--- config.mk ---
export PLATFORM = sky130hd
export DESIGN_NAME = track_switch_signal_lamp_sequencer_top
export DESIGN_NICKNAME = d
export VERILOG_FILES = /design/src/rtl/core/tssls_pkg.sv /design/src/rtl/core/tssls_lamp_lane.sv /design/src/rtl/core/tssls_core.sv /design/src/rtl/core/tssls_drain.sv /design/src/rtl/core/track_switch_signal_lamp_sequencer_top.sv
export SDC_FILE = /design/constraint.sdc
export NUM_CORES = 1
export LEC_CHECK = 0
export BUFFER_PORTS_ARGS = -buffer_cell sky130_fd_sc_hd__buf_2
export CORE_MARGIN = 3
export CORE_UTILIZATION = 57
export DETAILED_ROUTE_END_ITERATION = 16
export PLACE_DENSITY_LB_ADDON = 0.3
export SYNTH_ARGS = -nofsm -noshare
export SYNTH_HDL_FRONTEND = slang
export SYNTH_HIERARCHICAL = 1
export SYNTH_SLANG_ARGS = --single-unit
export TNS_END_PERCENT = 10
--- constraint.sdc ---
create_clock -name clk -period 6.16 [get_ports clk]
set_input_delay 0.616 -clock clk [delete_from_list [all_inputs] [get_ports clk]]
set_output_delay 0.616 -clock clk [all_outputs]
set_load 0.05 [all_outputs]
--- src/rtl/core/tssls_pkg.sv ---
package tssls_pkg;

    localparam int NUM_SWITCHES_DEF = 4;

    localparam int COUNT_W     = 8;
    localparam int CFG_INDEX_W = 2;
    localparam int CFG_DATA_W  = 8;

    localparam logic [COUNT_W-1:0] FLASH_RESET  = 8'd24;
    localparam logic [COUNT_W-1:0] SIGNAL_RESET = 8'd250;
    localparam logic [3:0]         START_RESET  = 4'd12;
    localparam logic [15:0]        START_RESET_WIDE = 16'(START_RESET);

    // encoder pins are active low: button = 7 - pins
    localparam logic [2:0] BUTTON_BIAS      = 3'd7;
    localparam logic [2:0] BTN_SWITCH_FIRST = 3'd1;
    localparam logic [2:0] BTN_SWITCH_LAST  = 3'd4;
    localparam logic [2:0] BTN_FLIP_MODE    = 3'd5;
    localparam logic [2:0] BTN_SIGNAL_MODE  = 3'd6;
    localparam logic [2:0] BTN_ALL_HOME     = 3'd7;

    typedef enum logic [2:0] {
        COLOR_NONE     = 3'd0,
        COLOR_BLACK    = 3'd1,
        COLOR_RED      = 3'd2,
        COLOR_RED_HI   = 3'd3,
        COLOR_GREEN    = 3'd4,
        COLOR_GREEN_HI = 3'd5,
        COLOR_YELLOW   = 3'd6,
        COLOR_PURPLE   = 3'd7
    } color_t;

    typedef enum logic [1:0] {
        KIND_HOLD    = 2'd0,
        KIND_SLOW    = 2'd1,
        KIND_WARNING = 2'd2,
        KIND_NONE    = 2'd3
    } signal_kind_t;

    typedef enum logic [CFG_INDEX_W-1:0] {
        CFG_FLASH_TICKS     = 2'd0,
        CFG_SIGNAL_TICKS    = 2'd1,
        CFG_START_POSITIONS = 2'd2
    } cfg_index_t;

    typedef struct packed {
        logic [COUNT_W-1:0] flash;
        logic [COUNT_W-1:0] hold;
        logic [COUNT_W-1:0] slow;
        logic [COUNT_W-1:0] warning;
    } count_set_t;

    typedef struct packed {
        logic [2:0]   encoder_bits;
        logic         random_flip_fire;
        logic [1:0]   random_flip_target;
        logic         signal_fire;
        logic [1:0]   signal_target;
        signal_kind_t signal_kind;
    } tick_t;

    typedef struct packed {
        logic [1:0] switch_index;
        color_t     first_lamp_color;
        color_t     second_lamp_color;
        color_t     panel_color;
        logic       coil_fire;
        logic       position_now;
        logic       flip_mode_on;
        logic       signal_mode_on;
        logic       last;
    } result_t;

endpackage

--- src/rtl/core/tssls_lamp_lane.sv ---
module tssls_lamp_lane (
    input  tssls_pkg::count_set_t count_cur,
    input  logic                  position,
    output tssls_pkg::count_set_t count_next,
    output tssls_pkg::color_t     first_color,
    output tssls_pkg::color_t     second_color,
    output tssls_pkg::color_t     panel_color
);
    import tssls_pkg::*;

    logic [COUNT_W-1:0] dec;
    color_t             rest;

    assign rest = position ? COLOR_PURPLE : COLOR_YELLOW;

    // only the highest running countdown advances
    always_comb
    begin
        count_next   = count_cur;
        first_color  = COLOR_NONE;
        second_color = COLOR_NONE;
        panel_color  = COLOR_NONE;
        dec          = '0;
        priority if (count_cur.flash != '0)
        begin
            dec = count_cur.flash - 1'b1;
            count_next.flash = dec;
            if (dec == '0)
            begin
                first_color  = COLOR_BLACK;
                second_color = COLOR_BLACK;
                panel_color  = rest;
            end
            else if (!dec[0])
            begin
                first_color  = COLOR_GREEN_HI;
                second_color = COLOR_RED_HI;
                panel_color  = COLOR_RED;
            end
            else
            begin
                first_color  = COLOR_RED_HI;
                second_color = COLOR_GREEN_HI;
                panel_color  = COLOR_GREEN;
            end
        end
        else if (count_cur.hold != '0)
        begin
            dec = count_cur.hold - 1'b1;
            count_next.hold = dec;
            if (dec == '0)
            begin
                second_color = COLOR_BLACK;
                panel_color  = rest;
            end
            else
            begin
                second_color = COLOR_RED_HI;
                panel_color  = COLOR_RED;
            end
        end
        else if (count_cur.slow != '0)
        begin
            dec = count_cur.slow - 1'b1;
            count_next.slow = dec;
            if (dec == '0)
            begin
                second_color = COLOR_BLACK;
                panel_color  = rest;
            end
            else if (!dec[0])
            begin
                second_color = COLOR_BLACK;
                panel_color  = COLOR_BLACK;
            end
            else
            begin
                second_color = COLOR_YELLOW;
                panel_color  = COLOR_YELLOW;
            end
        end
        else if (count_cur.warning != '0)
        begin
            dec = count_cur.warning - 1'b1;
            count_next.warning = dec;
            if (dec == '0)
            begin
                second_color = COLOR_BLACK;
                panel_color  = rest;
            end
            else
            begin
                second_color = COLOR_GREEN_HI;
                panel_color  = COLOR_GREEN;
            end
        end
    end

endmodule

--- src/rtl/core/tssls_core.sv ---
module tssls_core #(
    parameter int NumSwitches = tssls_pkg::NUM_SWITCHES_DEF
) (
    input  logic                                clk,
    input  logic                                rst_n,
    input  logic                                cfg_write,
    input  logic [tssls_pkg::CFG_INDEX_W-1:0]   cfg_index,
    input  logic [tssls_pkg::CFG_DATA_W-1:0]    cfg_data,
    input  logic                                in_valid,
    output logic                                in_ready,
    input  tssls_pkg::tick_t                    tick_in,
    input  logic                                bank_ready,
    output logic                                bank_load,
    output tssls_pkg::result_t [NumSwitches-1:0] bank_results
);
    import tssls_pkg::*;

    logic               item_valid_reg;
    tick_t              item_reg;
    logic [COUNT_W-1:0] flash_ticks_reg;
    logic [COUNT_W-1:0] signal_ticks_reg;
    logic               flip_mode_reg;
    logic               flip_mode_next;
    logic               signal_mode_reg;
    logic               signal_mode_next;

    logic [NumSwitches-1:0] position_reg;
    logic [NumSwitches-1:0] position_next;
    logic [NumSwitches-1:0] pending_reg;
    logic [NumSwitches-1:0] pending_next;
    logic [NumSwitches-1:0] pending_upd;
    logic [NumSwitches-1:0] coil_vec;
    count_set_t             count_reg  [NumSwitches];
    count_set_t             count_next [NumSwitches];

    logic [2:0] button;
    logic       btn_switch;
    logic [1:0] sw_sel;
    logic       all_home;
    logic       flip_mode_upd;
    logic       signal_mode_upd;
    logic       sig_take;

    // input word register; a word waits here while the previous tick drains
    assign in_ready  = !item_valid_reg || bank_ready;
    assign bank_load = item_valid_reg && bank_ready;

    always_ff @(posedge clk or negedge rst_n)
    begin
        if (!rst_n)
        begin
            item_valid_reg <= 1'b0;
        end
        else if (in_ready)
        begin
            item_valid_reg <= in_valid;
        end
    end

    always_ff @(posedge clk)
    begin
        if (in_valid && in_ready)
        begin
            item_reg <= tick_in;
        end
    end

    always_ff @(posedge clk or negedge rst_n)
    begin
        if (!rst_n)
        begin
            flash_ticks_reg  <= FLASH_RESET;
            signal_ticks_reg <= SIGNAL_RESET;
        end
        else if (cfg_write)
        begin
            unique case (cfg_index_t'(cfg_index))
                CFG_FLASH_TICKS:     flash_ticks_reg  <= cfg_data;
                CFG_SIGNAL_TICKS:    signal_ticks_reg <= cfg_data;
                // start positions only take effect through the reset value
                CFG_START_POSITIONS: ;
                default:             ;
            endcase
        end
    end

    always_comb
    begin
        if (flip_mode_reg && item_reg.random_flip_fire)
        begin
            button = {1'b0, item_reg.random_flip_target} + 3'd1;
        end
        else
        begin
            button = BUTTON_BIAS - item_reg.encoder_bits;
        end
        btn_switch      = (button >= BTN_SWITCH_FIRST) && (button <= BTN_SWITCH_LAST);
        sw_sel          = 2'(button - BTN_SWITCH_FIRST);
        all_home        = (button == BTN_ALL_HOME);
        flip_mode_upd   = flip_mode_reg ^ (button == BTN_FLIP_MODE);
        signal_mode_upd = signal_mode_reg ^ (button == BTN_SIGNAL_MODE);
        sig_take        = signal_mode_upd && item_reg.signal_fire;
        flip_mode_next   = all_home ? 1'b0 : flip_mode_upd;
        signal_mode_next = all_home ? 1'b0 : signal_mode_upd;
    end

    // lowest pending switch gets the coil pulse
    assign coil_vec = pending_upd & (~pending_upd + 1'b1);

    for (genvar i = 0; i < NumSwitches; i++)
    begin : g_switch
        logic       flip_hit;
        logic       sig_hit;
        count_set_t count_loaded;
        color_t     first_color;
        color_t     second_color;
        color_t     lane_panel;

        assign flip_hit = btn_switch && (i < 4) && (sw_sel == 2'(i));
        assign sig_hit  = sig_take && (i < 4) && (item_reg.signal_target == 2'(i));

        assign position_next[i] = all_home ? 1'b0 : (position_reg[i] ^ flip_hit);
        assign pending_upd[i]   = pending_reg[i] | flip_hit | all_home;
        assign pending_next[i]  = pending_upd[i] & ~coil_vec[i];

        always_comb
        begin
            count_loaded = count_reg[i];
            if (flip_hit)
            begin
                count_loaded.flash = flash_ticks_reg;
            end
            if (sig_hit)
            begin
                unique case (item_reg.signal_kind)
                    KIND_HOLD:    count_loaded.hold    = signal_ticks_reg;
                    KIND_SLOW:    count_loaded.slow    = signal_ticks_reg;
                    KIND_WARNING: count_loaded.warning = signal_ticks_reg;
                    KIND_NONE:    ;
                    default:      ;
                endcase
            end
        end

        tssls_lamp_lane u_lane (
            .count_cur    (count_loaded),
            .position     (position_next[i]),
            .count_next   (count_next[i]),
            .first_color  (first_color),
            .second_color (second_color),
            .panel_color  (lane_panel)
        );

        assign bank_results[i].switch_index      = 2'(i);
        assign bank_results[i].first_lamp_color  = first_color;
        assign bank_results[i].second_lamp_color = second_color;
        assign bank_results[i].panel_color       = coil_vec[i]
            ? (position_next[i] ? COLOR_PURPLE : COLOR_YELLOW) : lane_panel;
        assign bank_results[i].coil_fire         = coil_vec[i];
        assign bank_results[i].position_now      = position_next[i];
        assign bank_results[i].flip_mode_on      = flip_mode_next;
        assign bank_results[i].signal_mode_on    = signal_mode_next;
        assign bank_results[i].last              = (i == NumSwitches - 1);

        always_ff @(posedge clk or negedge rst_n)
        begin
            if (!rst_n)
            begin
                count_reg[i] <= '0;
            end
            else if (bank_load)
            begin
                count_reg[i] <= count_next[i];
            end
        end
    end

    always_ff @(posedge clk or negedge rst_n)
    begin
        if (!rst_n)
        begin
            position_reg    <= START_RESET_WIDE[NumSwitches-1:0];
            pending_reg     <= '1;
            flip_mode_reg   <= 1'b0;
            signal_mode_reg <= 1'b1;
        end
        else if (bank_load)
        begin
            position_reg    <= position_next;
            pending_reg     <= pending_next;
            flip_mode_reg   <= flip_mode_next;
            signal_mode_reg <= signal_mode_next;
        end
    end

endmodule

--- src/rtl/core/tssls_drain.sv ---
module tssls_drain #(
    parameter int NumSwitches = tssls_pkg::NUM_SWITCHES_DEF
) (
    input  logic                                 clk,
    input  logic                                 rst_n,
    input  logic                                 bank_load,
    input  tssls_pkg::result_t [NumSwitches-1:0] bank_results,
    output logic                                 bank_ready,
    output logic                                 out_valid,
    input  logic                                 out_ready,
    output tssls_pkg::result_t                   out_word
);
    import tssls_pkg::*;

    localparam int LeftW = $clog2(NumSwitches + 1);

    logic [LeftW-1:0]           left_reg;
    logic [LeftW-1:0]           left_next;
    result_t [NumSwitches-1:0]  bank_reg;
    result_t [NumSwitches-1:0]  bank_next;
    logic                       take;

    assign out_valid  = (left_reg != '0);
    assign take       = out_valid && out_ready;
    // a new tick may land as the last word of the current one leaves
    assign bank_ready = (left_reg == '0) || ((left_reg == LeftW'(1)) && out_ready);
    assign out_word   = bank_reg[0];

    always_comb
    begin
        left_next = left_reg;
        bank_next = bank_reg;
        if (bank_load)
        begin
            left_next = LeftW'(NumSwitches);
            bank_next = bank_results;
        end
        else if (take)
        begin
            left_next = left_reg - 1'b1;
            for (int i = 0; i < NumSwitches - 1; i++)
            begin
                bank_next[i] = bank_reg[i + 1];
            end
        end
    end

    always_ff @(posedge clk or negedge rst_n)
    begin
        if (!rst_n)
        begin
            left_reg <= '0;
        end
        else
        begin
            left_reg <= left_next;
        end
    end

    always_ff @(posedge clk)
    begin
        bank_reg <= bank_next;
    end

endmodule

--- src/rtl/core/track_switch_signal_lamp_sequencer_top.sv ---
// channel  | handshake            | payload
// ---------+----------------------+----------------------------------------------------
// config   | cfg_write            | cfg_index, cfg_data
// tick in  | in_valid / in_ready  | encoder_bits, random_flip_*, signal_target, ...
// result   | out_valid / out_ready| switch_index, lamp colors, coil_fire, position, last
//
// a tick is registered in the input register and waits there until the result bank
// is ready; then its whole state update is done in one pass and NumSwitches results
// (4 by default) land in the bank together with the state registers. the bank drains
// one result per cycle while out_ready is high, a rate set by the single result port.
// the next tick is taken into the input register while results still drain.
// reset returns every switch to its start position with its operation pending.
module track_switch_signal_lamp_sequencer_top #(
    parameter int NumSwitches = tssls_pkg::NUM_SWITCHES_DEF
) (
    input  logic                              clk,
    input  logic                              rst_n,
    input  logic                              cfg_write,
    input  logic [tssls_pkg::CFG_INDEX_W-1:0] cfg_index,
    input  logic [tssls_pkg::CFG_DATA_W-1:0]  cfg_data,
    input  logic                              in_valid,
    output logic                              in_ready,
    input  logic [2:0]                        encoder_bits,
    input  logic                              random_flip_fire,
    input  logic [1:0]                        random_flip_target,
    input  logic                              signal_fire,
    input  logic [1:0]                        signal_target,
    input  logic [1:0]                        signal_kind,
    output logic                              out_valid,
    input  logic                              out_ready,
    output logic [1:0]                        switch_index,
    output logic [2:0]                        first_lamp_color,
    output logic [2:0]                        second_lamp_color,
    output logic [2:0]                        panel_color,
    output logic                              coil_fire,
    output logic                              position_now,
    output logic                              flip_mode_on,
    output logic                              signal_mode_on,
    output logic                              last
);
    import tssls_pkg::*;

    tick_t                     tick_in;
    logic                      bank_ready;
    logic                      bank_load;
    result_t [NumSwitches-1:0] bank_results;
    result_t                   out_word;

    assign tick_in.encoder_bits       = encoder_bits;
    assign tick_in.random_flip_fire   = random_flip_fire;
    assign tick_in.random_flip_target = random_flip_target;
    assign tick_in.signal_fire        = signal_fire;
    assign tick_in.signal_target      = signal_target;
    assign tick_in.signal_kind        = signal_kind_t'(signal_kind);

    tssls_core #(
        .NumSwitches (NumSwitches)
    ) u_core (
        .clk          (clk),
        .rst_n        (rst_n),
        .cfg_write    (cfg_write),
        .cfg_index    (cfg_index),
        .cfg_data     (cfg_data),
        .in_valid     (in_valid),
        .in_ready     (in_ready),
        .tick_in      (tick_in),
        .bank_ready   (bank_ready),
        .bank_load    (bank_load),
        .bank_results (bank_results)
    );

    tssls_drain #(
        .NumSwitches (NumSwitches)
    ) u_drain (
        .clk          (clk),
        .rst_n        (rst_n),
        .bank_load    (bank_load),
        .bank_results (bank_results),
        .bank_ready   (bank_ready),
        .out_valid    (out_valid),
        .out_ready    (out_ready),
        .out_word     (out_word)
    );

    assign switch_index      = out_word.switch_index;
    assign first_lamp_color  = out_word.first_lamp_color;
    assign second_lamp_color = out_word.second_lamp_color;
    assign panel_color       = out_word.panel_color;
    assign coil_fire         = out_word.coil_fire;
    assign position_now      = out_word.position_now;
    assign flip_mode_on      = out_word.flip_mode_on;
    assign signal_mode_on    = out_word.signal_mode_on;
    assign last              = out_word.last;

endmodule

==> impl_metrics.toml <==
[timing]
fmax_mhz = 181
setup_viol = 0
fin_skew_ps = 10.2
rsz0062_at_grt = "false"
post-route-min-period_ps = 5530
fin_hold_ws_ps = 146
slew_viol_final = 0
slew_headroom = 0.243
fin_crit_sh = 0.897
worst_slew_pin_slew_ps = 1130
final-hold-violation-count = 0
finalSetupTns_ps = 0
layout_setup_ws_ps = 632

[cells_and_area]
post-route-util = 0.621
finalInstanceArea_sq_um = 18000
nNetsFinal = 1683
final_cells = 2021
layout-drive-gt1-share = 0.321
multiInputGateArea_sq_um = 9840
largest_register_ffs = 128
area_growth_pct = 6.32
regArea_sq_um = 6220
fillers = 2320
diodes = 0

[detailed_routing]
drc = 0
via_count = 12500
wl_per_cell_um = 19.5
ant_nets = 0
finalWirelength_um = 39400
viasPerCell = 6.19
dr.pass1.iters = 6
first_iter_violations = 964

[worst_setup_path]
timing.rr.start = "u_core/item_reg[5]"
critical_path_class = "register to register"
endpoint = "u_drain/bank_reg[37]"
regToRegSetupSlack_ps = 630
crit_path_end_kind = "register"
reg2reg_to = "u_drain/bank_reg[37]"
startpoint_type = "register"
cp.arrival_ps = 5940
cp-startpoint = "u_core/item_reg[5]"
crit_fanout = 13
ff2ff_path_depth = 15
required_ps = 6570

[cts]
post_cts_buffers = 0
cts_made_buffers = 26
post_cts_resized = 0
holdBufCountCts = 0
clockBufferDepth = 3
cts_sinks = 233
tritoncts = "built"
worst_setup_hold_path_clk_slew_ps = 60
cts_htree_levels = 1
root_buffer = "clkbuf_16"
clock_latency_ps = 540

[global_routing]
antenna_found_initial = 1
first_global_vias = 12000
grt_use_total = 0.246
grt_max_degree = 116
grt_overflow = 0
grt_pass1_wl_um = 63100

[logic_synthesis]
ys_types = 97
synth_compound_area_frac = 0.121
synth_simple_gate_area_frac = 0.159
synth_mux_area_frac = 0.245
avgSynthCellArea_sq_um = 10.4
async_reset_ff_frac = 0.678
synth-main-ff-cell = "dfrtp_1"
syn_inst = 1625
ys_ff_latch = 233
synth_edf_count = 75
yosys.area_share.xor_xnor = 0.0227
synth.yosys.warnings = 6
synth.cell_area_sq_um = 17000
synth_fa_ha_area_frac = 0.0295
synth_top_family_by_area = "multiplexers"
ys_seq_area_frac = 0.367

[placement]
dpl.hpwl_um = 26700
place_area_sq_um = 17200
port_buffers = 43
place_ws_ps = 710
placed_cells = 1973
place_congestion = 0.943

[floorplanning]
die_x_um = 178
fp.dieArea_sq_um = 31800
die_h_um = 178
top_level_ports = 44
start_util = 0.584
fp.coreArea_sq_um = 29000
row_count = 62

[power_and_ir_drop]
p_total_mw = 9.85
power_density_nw_per_um2 = 547
worst_ir_drop_vdd_mv = 0.324
leakagePower_nw = 7.49

[status]
outcome = "complete, no violations"

[hold_path]
min_path_type = "primary input to asynchronous set/reset pin"

[job]
drv_cap = 0
power breakdown:
| part | total (mW) | internal (mW) | switching (mW) |
|---|---|---|---|
| clock network | 1.58 | 0.931 | 0.649 |
| registers | 2.67 | 2.31 | 0.363 |
| logic | 5.60 | 2.40 | 3.20 |
| total | 9.85 | 5.64 | 4.21 |
Yosys cell counts, types with 11 or more instances:
cell,count,share of area
inv_1,59,0.013
or3_1,16,0.0059
or4_1,14,0.0062
xor2_1,11,0.0057
o21ai_0,80,0.024
nor4_1,16,0.0059
a21o_1,20,0.0089
o21ai_1,12,0.0035
clkbuf_1,33,0.0073
nand3b_1,17,0.0075
ha_1,40,0.030
nor3_1,42,0.012
edfxtp_1,75,0.13
buf_4,43,0.019
mux2_2,293,0.19
a21oi_1,52,0.015
dfrtp_1,143,0.21
buf_2,16,0.0047
dfstp_2,15,0.023
nand2b_1,26,0.0096
o31ai_1,16,0.0071
xnor2_1,33,0.017
nor2_1,101,0.022
nor2b_1,15,0.0055
nand3_1,31,0.0092
mux2_4,47,0.042
nand2_1,111,0.025
how the worst min path moves through the flow:
| stage | start | to | cells past startpoint |
|---|---|---|---|
| 6_report | rst_n | u_core/count_reg[122] | 1 |
| 5_1_grt | rst_n | u_core/count_reg[122] | 1 |
| 4_1_cts | rst_n | u_core/count_reg[122] | 1 |
| 3_5_place_dp | u_core/pending_reg[3] | u_core/pending_reg[3] | 2 |
| 3_3_place_gp | u_core/pending_reg[3] | u_core/pending_reg[3] | 2 |
| 2_1_floorplan | rst_n | u_core/count_reg[0] | 0 |
cells in the final DEF, fill, tap and decap left out, types with 12 or more instances in the layout:
cell / Yosys / layout
a21o_1: 20 / 19
a21oi_1: 52 / 52
buf_2: 16 / 42
buf_4: 43 / 18
clkbuf_16: 0 / 27
conb_1: 2 / 12
dfrtp_1: 143 / 143
dfstp_2: 15 / 15
edfxtp_1: 75 / 75
ha_1: 40 / 40
inv_1: 59 / 59
mux2_2: 293 / 293
mux2_4: 47 / 47
nand2_1: 111 / 111
nand2b_1: 26 / 26
nand3_1: 31 / 31
nand3b_1: 17 / 17
nor2_1: 101 / 101
nor2b_1: 15 / 15
nor3_1: 42 / 42
nor4_1: 16 / 16
o21ai_0: 80 / 80
o21ai_1: 12 / 12
o31ai_1: 16 / 16
or3_1: 16 / 16
or4_1: 14 / 14
xnor2_1: 33 / 33
routing by layer:
metal	up-vias	track usage	wire (um)
met5	-	0	0
met4	0	0.0948	1640
met3	96	0.0321	1920
met2	325	0.412	18800
met1	6156	0.325	17000
li1	5943	-	-
cell type report:
type / count / area share
Tap cell: 384 / 0.0267
Clock buffer: 28 / 0.0382
Clock inverter: 20 / 0.00979
Multi-Input combinational cell: 1233 / 0.546
Inverter: 61 / 0.0131
Timing Repair Buffer: 62 / 0.0209
Sequential cell: 233 / 0.345
critical path, stage by stage (launching register included):
cell,delay (ps)
edfxtp_1,510
ha_1,390
and4_1,210
a31oi_1,370
o21ai_2,380
a2111oi_4,790
mux2_2,450
inv_1,130
ha_1,220
or3b_2,510
nor4_4,530
and3b_1,370
nand4_1,110
o311ai_1,80
mux2_2,190
mux2_4,130
cells by family (layout without fill, tap and decap cells):
logic type | count (synthesis) | count (layout)
muxes | 354 | 354
AOI/OAI and AO/OA | 298 | 298
buffers and inverters | 169 | 171
xor gates and xnor gates | 44 | 44
adders and majority gates | 40 | 40
and+or+nand+nor | 485 | 485
other | 2 | 12
DFF | 233 | 233
(Power assumes the default switching activity.)
